`config.mk`:
```
export PLATFORM = sky130hd
export DESIGN_NAME = track_row_stream_encoder_unit
export DESIGN_NICKNAME = d
export VERILOG_FILES = /design/src/trse_pkg.sv /design/src/track_row_stream_encoder_unit.sv
export VERILOG_INCLUDE_DIRS = /design/src /design/src/src
export SDC_FILE = /design/constraint.sdc
export NUM_CORES = 1
export LEC_CHECK = 0
export BUFFER_PORTS_ARGS = -buffer_cell sky130_fd_sc_hd__buf_4
export CORE_AREA = 3 3 141 143
export DETAILED_ROUTE_END_ITERATION = 8
export DIE_AREA = 0 0 144 146
export PLACE_DENSITY_LB_ADDON = 0.05
export SLEW_MARGIN = 20
export SYNTH_ARGS = -nofsm -noshare
export SYNTH_HDL_FRONTEND = slang
export SYNTH_SLANG_ARGS = --single-unit
```
`constraint.sdc`:
```
create_clock -name clk_i -period 4.8 [get_ports clk_i]
set_input_delay 0.48 -clock clk_i [delete_from_list [all_inputs] [get_ports clk_i]]
set_output_delay 0.48 -clock clk_i [all_outputs]
set_load 0.01 [all_outputs]
```
`src/track_row_stream_encoder_unit_assert.svh`:
```
// Assertion macros for the track row stream encoder.
// Each macro expects clk_i and rst_ni in the scope where it is used.
`ifndef TRACK_ROW_STREAM_ENCODER_UNIT_ASSERT_SVH
`define TRACK_ROW_STREAM_ENCODER_UNIT_ASSERT_SVH

`ifndef SYNTHESIS
// Same-cycle implication.
`define TRSE_ASSERT_IMP(lbl, ante, cons, msg) \
  lbl: assert property (@(posedge clk_i) disable iff (!rst_ni) (ante) |-> (cons)) \
    else $error(msg);
// Next-cycle implication.
`define TRSE_ASSERT_NXT(lbl, ante, cons, msg) \
  lbl: assert property (@(posedge clk_i) disable iff (!rst_ni) (ante) |=> (cons)) \
    else $error(msg);
`else
`define TRSE_ASSERT_IMP(lbl, ante, cons, msg)
`define TRSE_ASSERT_NXT(lbl, ante, cons, msg)
`endif

`endif

```
`src/trse_pkg.sv`:
```
package trse_pkg;

  localparam int unsigned MaxRowsDef   = 256;
  localparam int unsigned CountBitsDef = 16;

  // Most result bytes one item can cause.
  localparam int unsigned SlotMax = 6;

  // Stream command bytes.
  localparam logic [7:0] PauseCmd = 8'd62;
  localparam logic [7:0] SpeedCmd = 8'd63;
  localparam logic [5:0] VolOnly  = 6'd61;
  localparam logic [7:0] LoopCmd  = 8'h80 | 8'd63;
  localparam logic [7:0] EndCmd   = 8'd255;

  localparam logic [15:0] CapReset = 16'd256;

  // Register indexes, taken from paddr[2].
  localparam logic RegCap = 1'b0;
  localparam logic RegAlt = 1'b1;

  // Input kinds.
  localparam logic ActRow = 1'b0;
  localparam logic ActEnd = 1'b1;

  typedef enum logic [1:0] {
    SLOT_BYTE = 2'd0,  // byte from the slot
    SLOT_LOOP = 2'd1,  // low byte of the recorded loop index
    SLOT_NULL = 2'd2   // result without a write attempt
  } slot_kind_e;

  typedef struct packed {
    slot_kind_e kind;
    logic [7:0] data;
  } slot_t;

  typedef struct packed {
    logic               full_length;
    logic               is_loop_row;
    logic signed [8:0]  speed_value;
    logic signed [4:0]  volume_value;
    logic signed [6:0]  instrument;
    logic signed [6:0]  note_value;
  } in_item_t;

endpackage

```
`src/track_row_stream_encoder_unit.sv`:
```
// Channel   Dir  Handshake                   Payload
// s_axis    in   s_axis_tvalid/tready        tdata: item fields, tuser: action
// m_axis    out  m_axis_tvalid/tready        tdata: result fields, tuser: flags,
//                                            tlast: last_of_run
// apb       in   psel/penable/pwrite, pready config: out_capacity, alt_end_mode
//
// One result leaves per cycle unless m_axis_tready stalls it; the single byte
// emitter shifts each item's slot list out into the output register. The next
// item is decoded in the cycle its predecessor issues its last result.
// Reset restores out_capacity 256, alt_end_mode 0 and clears the track state.
// m_axis_tready low holds the output register and the emitter; the input
// register then fills and s_axis_tready drops.
module track_row_stream_encoder_unit
  import trse_pkg::*;
#(
  parameter int unsigned MAX_ROWS   = MaxRowsDef,
  parameter int unsigned COUNT_BITS = CountBitsDef
) (
  input  logic        clk_i,
  input  logic        rst_ni,
  // note_value[6:0], instrument[13:7], volume_value[18:14], speed_value[27:19],
  // is_loop_row[28], full_length[29], zero[31:30]
  input  logic [31:0] s_axis_tdata,
  // action[0]
  input  logic        s_axis_tuser,
  input  logic        s_axis_tvalid,
  output logic        s_axis_tready,
  // out_byte[7:0], byte_index[23:8], overflow[24], total_bytes[40:25], zero[47:41]
  output logic [47:0] m_axis_tdata,
  // byte_valid[0], track_done[1]
  output logic [1:0]  m_axis_tuser,
  output logic        m_axis_tlast,
  output logic        m_axis_tvalid,
  input  logic        m_axis_tready,
  input  logic        psel,
  input  logic        penable,
  input  logic        pwrite,
  input  logic [2:0]  paddr,
  input  logic [31:0] pwdata,
  output logic [31:0] prdata,
  output logic        pready
);

  localparam int unsigned PauseW = $clog2(MAX_ROWS + 1);
  localparam int unsigned SlotW  = $bits(slot_t);
  localparam int unsigned CntW   = $clog2(SlotMax + 1);

  // Configuration
  logic [15:0] cap_q;
  logic        alt_q;

  assign pready = 1'b1;

  always_ff @(posedge clk_i or negedge rst_ni) begin
    if (!rst_ni) begin
      cap_q <= CapReset;
      alt_q <= 1'b0;
    end else if (psel && penable && pwrite) begin
      unique case (paddr[2])
        RegCap:  cap_q <= pwdata[15:0];
        RegAlt:  alt_q <= pwdata[0];
        default: ;
      endcase
    end
  end

  always_comb begin
    unique case (paddr[2])
      RegCap:  prdata = {16'd0, cap_q};
      RegAlt:  prdata = {31'd0, alt_q};
      default: prdata = '0;
    endcase
  end

  // Input register
  logic     in_valid_q;
  in_item_t in_q;
  logic     act_q;
  logic     decode;

  assign s_axis_tready = !in_valid_q || decode;

  always_ff @(posedge clk_i or negedge rst_ni) begin
    if (!rst_ni) begin
      in_valid_q <= 1'b0;
    end else if (s_axis_tvalid && s_axis_tready) begin
      in_valid_q <= 1'b1;
    end else if (decode) begin
      in_valid_q <= 1'b0;
    end
  end

  always_ff @(posedge clk_i) begin
    if (s_axis_tvalid && s_axis_tready) begin
      in_q  <= in_item_t'(s_axis_tdata[29:0]);
      act_q <= s_axis_tuser;
    end
  end

  // Track state
  logic [PauseW-1:0]     pause_q, pause_d;
  logic                  loop_seen_q, loop_seen_d;
  logic [COUNT_BITS-1:0] wc_q, wc_d, wc_post;
  logic [COUNT_BITS-1:0] loop_idx_q, loop_idx_d;
  logic                  ovf_q, ovf_d;

  // Pending pause as stream bytes
  logic [8:0] p9;
  logic [1:0] pause_n;
  logic [7:0] pb0, pb1;

  assign p9      = 9'(pause_q);
  assign pause_n = (p9 == 9'd0) ? 2'd0 : ((p9 <= 9'd3) ? 2'd1 : 2'd2);
  assign pb0     = (p9 <= 9'd3) ? (PauseCmd | 8'(p9 << 6)) : PauseCmd;
  assign pb1     = p9[7:0];

  // Decode one item into its slot list
  logic                  has_note, has_instr, has_vol, has_speed, trig;
  logic [3:0]            vol;
  slot_t [SlotMax-1:0]   dec_slots;
  logic [CntW-1:0]       dec_cnt;
  logic                  dec_cap_en;
  logic [CntW-1:0]       dec_cap_pos;
  logic [PauseW-1:0]     dec_pause;
  logic                  dec_loop_seen;

  assign has_note  = !in_q.note_value[6];
  assign has_instr = !in_q.instrument[6];
  assign has_vol   = !in_q.volume_value[4];
  assign has_speed = !in_q.speed_value[8];
  assign trig      = has_vol || has_speed || in_q.is_loop_row;
  assign vol       = in_q.volume_value[3:0];

  always_comb begin
    dec_slots     = '0;
    dec_cnt       = '0;
    dec_cap_en    = 1'b0;
    dec_cap_pos   = '0;
    dec_pause     = pause_q;
    dec_loop_seen = loop_seen_q;
    if (act_q == ActRow) begin
      if (trig) begin
        dec_slots[0] = '{kind: SLOT_BYTE, data: pb0};
        dec_slots[1] = '{kind: SLOT_BYTE, data: pb1};
        dec_cnt      = CntW'(pause_n);
        dec_pause    = '0;
      end
      if (in_q.is_loop_row) begin
        dec_cap_en    = 1'b1;
        dec_cap_pos   = dec_cnt;
        dec_loop_seen = 1'b1;
      end
      if (has_speed) begin
        dec_slots[dec_cnt]         = '{kind: SLOT_BYTE, data: SpeedCmd};
        dec_slots[dec_cnt + 1'b1]  = '{kind: SLOT_BYTE, data: in_q.speed_value[7:0]};
        dec_cnt                    = dec_cnt + CntW'(2);
      end
      if (has_note && has_instr && has_vol) begin
        dec_slots[dec_cnt]        = '{kind: SLOT_BYTE,
                                      data: {vol[1:0], in_q.note_value[5:0]}};
        dec_slots[dec_cnt + 1'b1] = '{kind: SLOT_BYTE,
                                      data: {in_q.instrument[5:0], vol[3:2]}};
        dec_cnt                   = dec_cnt + CntW'(2);
        dec_pause                 = '0;
      end else if (has_vol) begin
        dec_slots[dec_cnt]        = '{kind: SLOT_BYTE, data: {vol[1:0], VolOnly}};
        dec_slots[dec_cnt + 1'b1] = '{kind: SLOT_BYTE, data: {6'd0, vol[3:2]}};
        dec_cnt                   = dec_cnt + CntW'(2);
        dec_pause                 = '0;
      end else if (dec_pause < PauseW'(MAX_ROWS)) begin
        dec_pause = dec_pause + 1'b1;
      end
    end else begin
      // Flush the pause unless the alternate mode skips it
      if (!alt_q || (!in_q.full_length && loop_seen_q)) begin
        dec_slots[0] = '{kind: SLOT_BYTE, data: pb0};
        dec_slots[1] = '{kind: SLOT_BYTE, data: pb1};
        dec_cnt      = CntW'(pause_n);
      end
      if (!in_q.full_length) begin
        if (loop_seen_q) begin
          dec_slots[dec_cnt]        = '{kind: SLOT_BYTE, data: LoopCmd};
          dec_slots[dec_cnt + 1'b1] = '{kind: SLOT_LOOP, data: 8'd0};
          dec_cnt                   = dec_cnt + CntW'(2);
        end else begin
          dec_slots[dec_cnt] = '{kind: SLOT_BYTE, data: EndCmd};
          dec_cnt            = dec_cnt + 1'b1;
        end
      end else if (alt_q && (pause_n != 2'd0)) begin
        dec_slots[0] = '{kind: SLOT_BYTE, data: EndCmd};
        dec_cnt      = CntW'(1);
      end
      if (dec_cnt == '0) begin
        dec_slots[0] = '{kind: SLOT_NULL, data: 8'd0};
        dec_cnt      = CntW'(1);
      end
      dec_pause     = '0;
      dec_loop_seen = 1'b0;
    end
  end

  // Byte emitter
  slot_t [SlotMax-1:0] slots_q;
  logic [CntW-1:0]     n_q;
  logic                is_end_q;
  logic                cap_en_q;
  logic [CntW-1:0]     cap_cnt_q;
  logic                m_valid_q;
  logic                issue, last, ok, attempt, done;
  slot_t               head;

  assign head    = slots_q[0];
  assign issue   = (n_q != '0) && (!m_valid_q || m_axis_tready);
  assign last    = (n_q == CntW'(1));
  assign decode  = in_valid_q && ((n_q == '0) || (issue && last));
  assign attempt = (head.kind != SLOT_NULL);
  assign ok      = attempt && !ovf_q && (16'(wc_q) < cap_q) && (wc_q != '1);
  assign done    = last && is_end_q;
  assign wc_post = ok ? (wc_q + 1'b1) : wc_q;

  always_comb begin
    wc_d       = wc_q;
    ovf_d      = ovf_q;
    loop_idx_d = loop_idx_q;
    if (issue) begin
      wc_d  = wc_post;
      ovf_d = ovf_q || (attempt && !ok);
      if (cap_en_q && (cap_cnt_q == CntW'(1))) begin
        loop_idx_d = wc_post;
      end
      if (done) begin
        wc_d       = '0;
        ovf_d      = 1'b0;
        loop_idx_d = '0;
      end
    end
    // A loop row with no pause to flush records the count right away
    if (decode && dec_cap_en && (dec_cap_pos == '0)) begin
      loop_idx_d = wc_d;
    end
  end

  assign pause_d     = decode ? dec_pause : pause_q;
  assign loop_seen_d = decode ? dec_loop_seen : loop_seen_q;

  always_ff @(posedge clk_i or negedge rst_ni) begin
    if (!rst_ni) begin
      pause_q     <= '0;
      loop_seen_q <= 1'b0;
      wc_q        <= '0;
      loop_idx_q  <= '0;
      ovf_q       <= 1'b0;
      n_q         <= '0;
      is_end_q    <= 1'b0;
      cap_en_q    <= 1'b0;
      cap_cnt_q   <= '0;
    end else begin
      pause_q     <= pause_d;
      loop_seen_q <= loop_seen_d;
      wc_q        <= wc_d;
      loop_idx_q  <= loop_idx_d;
      ovf_q       <= ovf_d;
      if (decode) begin
        n_q       <= dec_cnt;
        is_end_q  <= (act_q == ActEnd);
        cap_en_q  <= dec_cap_en && (dec_cap_pos != '0);
        cap_cnt_q <= dec_cap_pos;
      end else if (issue) begin
        n_q       <= n_q - 1'b1;
        cap_cnt_q <= cap_cnt_q - 1'b1;
      end
    end
  end

  always_ff @(posedge clk_i) begin
    if (decode) begin
      slots_q <= dec_slots;
    end else if (issue) begin
      slots_q <= slots_q >> SlotW;
    end
  end

  // Output register
  logic [7:0]  out_byte_q;
  logic        out_bvld_q;
  logic [15:0] out_idx_q;
  logic        out_last_q;
  logic        out_done_q;
  logic        out_ovf_q;
  logic [15:0] out_total_q;

  always_ff @(posedge clk_i or negedge rst_ni) begin
    if (!rst_ni) begin
      m_valid_q <= 1'b0;
    end else if (issue) begin
      m_valid_q <= 1'b1;
    end else if (m_axis_tready) begin
      m_valid_q <= 1'b0;
    end
  end

  always_ff @(posedge clk_i) begin
    if (issue) begin
      out_byte_q  <= ok ? ((head.kind == SLOT_LOOP) ? loop_idx_q[7:0] : head.data) : 8'd0;
      out_bvld_q  <= ok;
      out_idx_q   <= 16'(wc_q);
      out_last_q  <= last;
      out_done_q  <= done;
      out_ovf_q   <= ovf_q || (attempt && !ok);
      out_total_q <= done ? 16'(wc_post) : 16'd0;
    end
  end

  assign m_axis_tvalid = m_valid_q;
  assign m_axis_tlast  = out_last_q;
  assign m_axis_tuser  = {out_done_q, out_bvld_q};
  assign m_axis_tdata  = {7'd0, out_total_q, out_ovf_q, out_idx_q, out_byte_q};

`include "track_row_stream_encoder_unit_assert.svh"

  `TRSE_ASSERT_IMP(a_done_last, m_axis_tvalid && m_axis_tuser[1], m_axis_tlast, "done not last")
  `TRSE_ASSERT_IMP(a_ovf_store, m_axis_tvalid && m_axis_tuser[0], !m_axis_tdata[24], "bad ovf")
  `TRSE_ASSERT_NXT(a_end_clears, issue && done, (wc_q == '0) && !ovf_q, "end did not clear")

endmodule

```
==> summary.txt, run 1 <==
Worst setup path
  • Worst setup EP type: flop
  • Critical path class: flop to flop
  • Startpoint Class: flop
  • Slowest stage cell, crit path: or4_1
  • Critical path cell sequence: or4_1 > nor3_2 > nand2_1 > clkinv_1 > fa_1 > or2_2 > nor2_1 > nand2_1 > a21oi_1 > a311oi_1 > a221o_1
  • Critical path data arrival time: ~4100 ps
  • CP required: 4980 ps
  • Crit-path max FO: 10
  • CP max stage delay: ~640 ps
  • Cell mode on critical path: nand2_1

Logic synthesis
  • FF+latch count, synth: 192
  • Syn_area_per_cell: 9.870 sq um
  • Synth Warn #: 0
  • Mapped Cells: roughly 1100
  • Ys flop type: edfxtp_1
  • Register area share after synthesis: 0.5086
  • Post-synth EDFFs: 130
  • Post-synthesis cell type count: 75
  • Largest area contributor in the netlist: edfxtp_1
  • Largest cells by area after synthesis: edfxtp_1, dfrtp_1, nand2_1, o21ai_0, ha_1
  • Post-synthesis cell area: 0.01073 sq mm
  • Async SR Flop Fraction: 0.3229
  • Share of the synthesized area in the top cell type: 0.3638

Power and ir drop
  • Clock power share: 0.206
  • Power Total: 7.112 mW
  • Gate power share: 0.391
  • Leak pwr: 4.876 nW
  • Internal power component: 4.217 mW
  • Switch Pwr: 2.895 mW
  • Net Sw Frac: 0.4070
  • Pwr dens: 580.7 mW/mm^2
  • Register share of total power: 0.403
  • Max VDD drop: ~340 uV

Finish
  • Most frequent cells in the layout: buf_4, edfxtp_1, nand2_1
  • Commonest non-fill, non-tap cell in the layout: buf_4
  • FILL cells: ~1600
  • # diodes: 0
  • Layout cells sized above 1: 0.1718
  • Final Core Density: 0.6547
  • P&R area growth vs syn: 14.15%
  • Fin nets: 1270

Routing
  • DRT iter0 DRCs: 994
  • Antenna violation net count after detailed routing: 0
  • Vias: 8928
  • DR WL/cell: 21.48 microns
  • Drt pass-1 iters: 6
  • # DRC: 0
  • Routed WL: 30280 microns
  • Vias per inst: 6.332

Floorplanning
  • Top Ports: 161
  • Die Span Y: 146 microns
  • Rows: 50
  • Effective utilization at floorplan: 0.5736
  • Core ar.: 0.01871 sq mm
  • Die Area: 0.02102 sq mm
  • DIE WIDTH: roughly 140 microns

GRT
  • Vias in the first global route: 8472
  • Total global routing overflow: 0
  • First-pass GRT wire length: 47720 microns
  • Largest net degree at the start of global routing: 63
  • Initial antenna violation count: 0
  • Gr usage total: 0.2907

STA
  • Actual slew at the worst max-slew pin: 907.8 ps
  • Fin crit share: 0.8137
  • RSZ-0062 raised after global routing: no
  • Slew headroom: 0.3926
  • Max-slew violation count: 0
  • WHS: 140.5 ps
  • Setup Skew: 13.82 ps
  • Fmax: 0.2560 GHz
  • Fin Setup TNS: 0 ps
  • Final Setup Violations: 0
  • Minimum clock period after layout: approximately 4000 ps
  • Hold Vio Cnt, Final: 0

Clocking
  • Clk_lat worst skew: 440 ps
  • H-tree Lvls: 4
  • Clock Sinks: 192
  • CTS Buf Count: 17
  • Post-cts sizing count: 0
  • Setup Buffers After CTS: 0
  • Hold_buf cts: 0
  • Worst-path clk slew: 80 ps
  • Clock Path Buffers: 2
  • Root buf cell: clkbuf_16
  • CTS tree: done

Placement
  • Port buffer count: 116
  • HPWL after DPL: 21320 microns
  • Placer Congestion: 1.029

Job
  • Max_cap viols: 0

Min path
  • Path type of the worst min-delay path: input pin to async pin

Outcome
  • Status: complete, no violations
[synth_stat cells (8+ instances only)]
| cell type | count |
|---|---|
| edfxtp_1 | 130 |
| nand2_1 | 121 |
| nor2_1 | 90 |
| o21ai_0 | 81 |
| a21oi_1 | 77 |
| clkbuf_1 | 62 |
| dfrtp_1 | 61 |
| nand3_1 | 37 |
| inv_1 | 35 |
| ha_1 | 31 |
| buf_4 | 27 |
| nor3_1 | 24 |
| a31oi_1 | 23 |
| mux2_2 | 19 |
| nand2b_1 | 17 |
| o31ai_1 | 16 |
| nor2b_1 | 15 |
| nand4_1 | 13 |
| o211ai_1 | 13 |
| and3_1 | 12 |
| a22o_1 | 10 |
| a22oi_1 | 10 |
| and2_1 | 10 |
| mux2i_1 | 10 |
| xnor2_1 | 10 |
| nor4_1 | 9 |
| a21o_1 | 8 |
[cell families (layout without fill, tap and decap cells)]
kind of cell               Yosys count  in the layout  synth area share
DFF                                192            192            0.5086
other                                2             24         0.0007000
buffers and inverters              136            203           0.05796
muxes                               29             29           0.02927
adders and majority gates           32             32           0.03802
and+or+nand+nor                    376            376            0.1687
AOI/OAI and AO/OA                  304            304            0.1837
xor gates and xnor gates            16             16           0.01306
[registers in the layout, summed over array words and instances (netlist names), 3 cells and up]
register,count
slots_q,45
in_q,30
cap_q,16
out_idx_q,16
out_total_q,16
wc_q,16
head,10
p9,9
loop_idx_q,8
out_byte_q,8
cap_cnt_q,3
n_q,3
[path summary, 6_finish.rpt]
path | end | slack (ps) | from | cells past startpoint
setup / recovery | slots_q[12] | 890 | p9[3] | 11
hold / removal | cap_q[10] | 140 | rst_ni | 1
setup reg to reg | slots_q[12] | 890 | p9[3] | 11
hold reg to reg | cap_en_q | 480 | cap_en_q | 2
max in group asynchronous | loop_idx_q[3] | 4120 | rst_ni | 1
min in group clk_i | in_q[18] | 210 | s_axis_tdata[18] | 1
[per-layer routing]
layer | up-vias | GRT usage | wire length (microns)
li1 | 4125 | - | -
met1 | 4190 | 0.3820 | 12030
met2 | 504 | 0.4669 | 14500
met3 | 109 | 0.05357 | 2418
met4 | 0 | 0.1328 | 1330
met5 | - | 0 | 0
[cell type report]
type,instances,area (sq um),area share
clock buffers,17,425.4,0.03474
clock inverters,15,183.9,0.01502
multi-input cells,781,4743,0.3873
well taps,234,292.8,0.02391
inverters,37,138.9,0.01134
repair buffers,134,1006,0.08214
flip-flops and latches,192,5456,0.4455
[critical path, delay by kind of cell (launching register included)]
family	cells	cell delay, ps
adders and majority gates	1	470
buffers and inverters	1	110
DFF	1	510
AOI/OAI and AO/OA	3	590
and+or+nand+nor	6	1970
[power groups by stage]
stage	Clock (mW)	Sequential (mW)	Combinational (mW)
after CTS	1.48	2.86	2.75
after detailed placement	0	2.89	2.74
after global placement	0	2.87	2.71
after floorplan	0	2.76	1.87
after global routing	1.54	2.92	3.05
final	1.46	2.87	2.78
[metrics by stage]
step	instance area (sq um)	worst slack (ps)	instances
finish	12250	894.1	1410
global route	12250	680.9	1410
CTS	12250	972.0	1410
detailed placement	11640	993.7	1378
global placement	11640	1060	1378
floorplan	10810	750.9	1109
Note: power is estimated with default switching activity, not from simulation.
==> inputs of run 2 (changes only) <==
==> constraint.sdc (replaced) <==
create_clock -name clk_i -period 4 [get_ports clk_i]
set_input_delay 0.4 -clock clk_i [delete_from_list [all_inputs] [get_ports clk_i]]
set_output_delay 0.4 -clock clk_i [all_outputs]
set_load 0.01 [all_outputs]
==> summary.txt, run 2 (synthesized netlist as in run 1, its figures left out) <==
Floorplanning
  • Die Span Y: 146 microns (unchanged)
  • Rows: 50 (unchanged)
  • Die Area: 0.02102 sq mm (unchanged)
  • Top Ports: 161 (unchanged)
  • Effective utilization at floorplan: 0.5736 (unchanged)
  • Core ar.: 0.01871 sq mm (unchanged)
  • DIE WIDTH: 144 microns (unchanged)

Worst setup path
  • Startpoint Class: flop
  • Worst setup EP type: flop
  • FF-to-FF End: slots_q[10]
  • CP required: 4180 ps (-800 ps)
  • Critical path cell sequence: or4_1 > nor3_2 > nand2_1 > clkinv_1 > fa_1 > or2_2 > nand2b_1 > a21oi_1 > nor3_1 > a222oi_1 > o21ai_0
  • WP depth: 11 (unchanged)
  • Crit path buf inv count: 1 (unchanged)
  • Crit-path max FO: 10 (unchanged)
  • Worst reg2reg path startpoint: p9[5]
  • Slowest stage cell, crit path: or4_1
  • CP max stage delay: 550 ps (-90 ps)
  • Critical path class: flop to flop
  • Critical path data arrival time: 3850 ps (-240 ps)
  • R2R Setup Slk: 330 ps (-560 ps)
  • Worst r2r path cells: 11 (unchanged)
  • Top delay family on crit path: simple AND/OR/NAND/NOR gates

Finish
  • Biggest register: slots_q
  • Most frequent cells in the layout: buf_4, edfxtp_1, nand2_1
  • Layout cells sized above 1: 0.1846 (+0.01286)
  • FILL cells: 1499 (-4.0%)
  • Post-route insts no fill: 1431 (+1.5%)
  • FF/Latch Area: 0.005456 sq mm (unchanged)
  • Fin nets: 1291 (+1.7%)
  • Max reg flops: 45 (unchanged)
  • Post-Layout Inst Area: 0.01239 sq mm (+1.2%)
  • Area of the multi-input gates: 0.004743 sq mm (unchanged)
  • # diodes: 0 (unchanged)
  • Commonest non-fill, non-tap cell in the layout: buf_4
  • Final Core Density: 0.6626 (+0.007893)
  • P&R area growth vs syn: 15.52%
  • Top flop regs: slots_q x45, in_q x30

STA
  • Fin Setup TNS: 0 ps (unchanged)
  • Fin worst setup slack: 331.1 ps (-562.9 ps)
  • Fin crit share: 0.9172 (+0.1035)
  • Slew headroom: 0.3208 (-0.07176)
  • Setup Skew: 10.41 ps (-3.414 ps)
  • Max-slew violation count: 0 (unchanged)
  • Actual slew at the worst max-slew pin: 1017 ps (+108.9 ps)
  • Final Setup Violations: 0 (unchanged)
  • Minimum clock period after layout: 3669 ps (-237.1 ps)
  • Fmax: 0.2726 GHz (+6.5%)
  • WHS: 39.41 ps (-101.1 ps)
  • RSZ-0062 raised after global routing: no
  • Hold Vio Cnt, Final: 0 (unchanged)

Clocking
  • Setup Buffers After CTS: 0 (unchanged)
  • Worst-path clk slew: 80 ps (about the same)
  • Clock Sinks: 192 (unchanged)
  • Root buf cell: clkbuf_16
  • Hold_buf cts: 0 (unchanged)
  • CTS tree: done
  • H-tree Lvls: 4 (unchanged)
  • Clk_lat worst skew: 440 ps (about the same)
  • Clock Path Buffers: 2 (unchanged)
  • Post-cts sizing count: 0 (unchanged)
  • CTS Buf Count: 17 (unchanged)

Routing
  • # DRC: 0 (unchanged)
  • Vias: 9175 (+2.8%)
  • DR WL/cell: 20.82 microns (-3.1%)
  • Antenna violation net count after detailed routing: 0 (unchanged)
  • Drt pass-1 iters: 6 (unchanged)
  • Routed WL: 29800 microns (-1.6%)
  • Vias per inst: 6.412 (+1.3%)
  • DRT iter0 DRCs: 1192 (+20%)

Outcome
  • Status: complete, no violations

Placement
  • Post-Place Setup Slack: 468.4 ps (-525.3 ps)
  • HPWL after DPL: 20850 microns (-2.2%)
  • Placer Congestion: 1.032 (+0.23%)
  • Post-Place Cells: 1399 (+1.5%)
  • Port buffer count: 116 (unchanged)
  • Instance area at placement: 0.01180 sq mm (+1.4%)

Job
  • Max_cap viols: 0 (unchanged)

GRT
  • Vias in the first global route: 8581 (+1.3%)
  • Gr usage total: 0.2879 (-0.002762)
  • First-pass GRT wire length: 47160 microns (-1.2%)
  • Total global routing overflow: 0 (unchanged)
  • Largest net degree at the start of global routing: 63 (unchanged)
  • Initial antenna violation count: 0 (unchanged)

Power and ir drop
  • Max VDD drop: 384.3 uV (+12%)
  • Pwr dens: 691.2 mW/mm^2 (+19%)
  • Power Total: 8.567 mW (+20%)
  • Leak pwr: 4.974 nW (+2.0%)

Min path
  • Path type of the worst min-delay path: input pin to async pin
-- run 2: layout make-up --
type | instances | share of cell area
clock buffers | 19 | 0.03493
clock inverters | 13 | 0.01343
inverters | 37 | 0.01121
multi-input cells | 781 | 0.3827
flip-flops and latches | 192 | 0.4402
well taps | 234 | 0.02362
repair buffers | 155 | 0.09388
-- run 2: power by group --
group | switching, mW | internal (mW)
Sequential | 0.384 | 3.00
Clock | 0.801 | 0.946
Combinational | 2.23 | 1.21
Total | 3.41 | 5.15
-- run 2: worst max path at each step --
stage                     startpoint           to  slack [ps]
after floorplan                p9[8]  slots_q[12]          90
after global placement         p9[5]  slots_q[10]         510
after detailed placement       p9[5]  slots_q[10]         470
after CTS                      p9[5]  slots_q[10]         420
after global routing           p9[5]  slots_q[10]         170
final                          p9[5]  slots_q[10]         330
-- run 2: per-layer routing --
| metal | wire length (microns) | GRT usage | vias to the layer above |
|---|---|---|---|
| li1 | - | - | 4172 |
| met1 | 11620 | 0.3789 | 4297 |
| met2 | 14130 | 0.4607 | 585 |
| met3 | 2619 | 0.05718 | 121 |
| met4 | 1426 | 0.1276 | 0 |
| met5 | 0 | 0 | - |
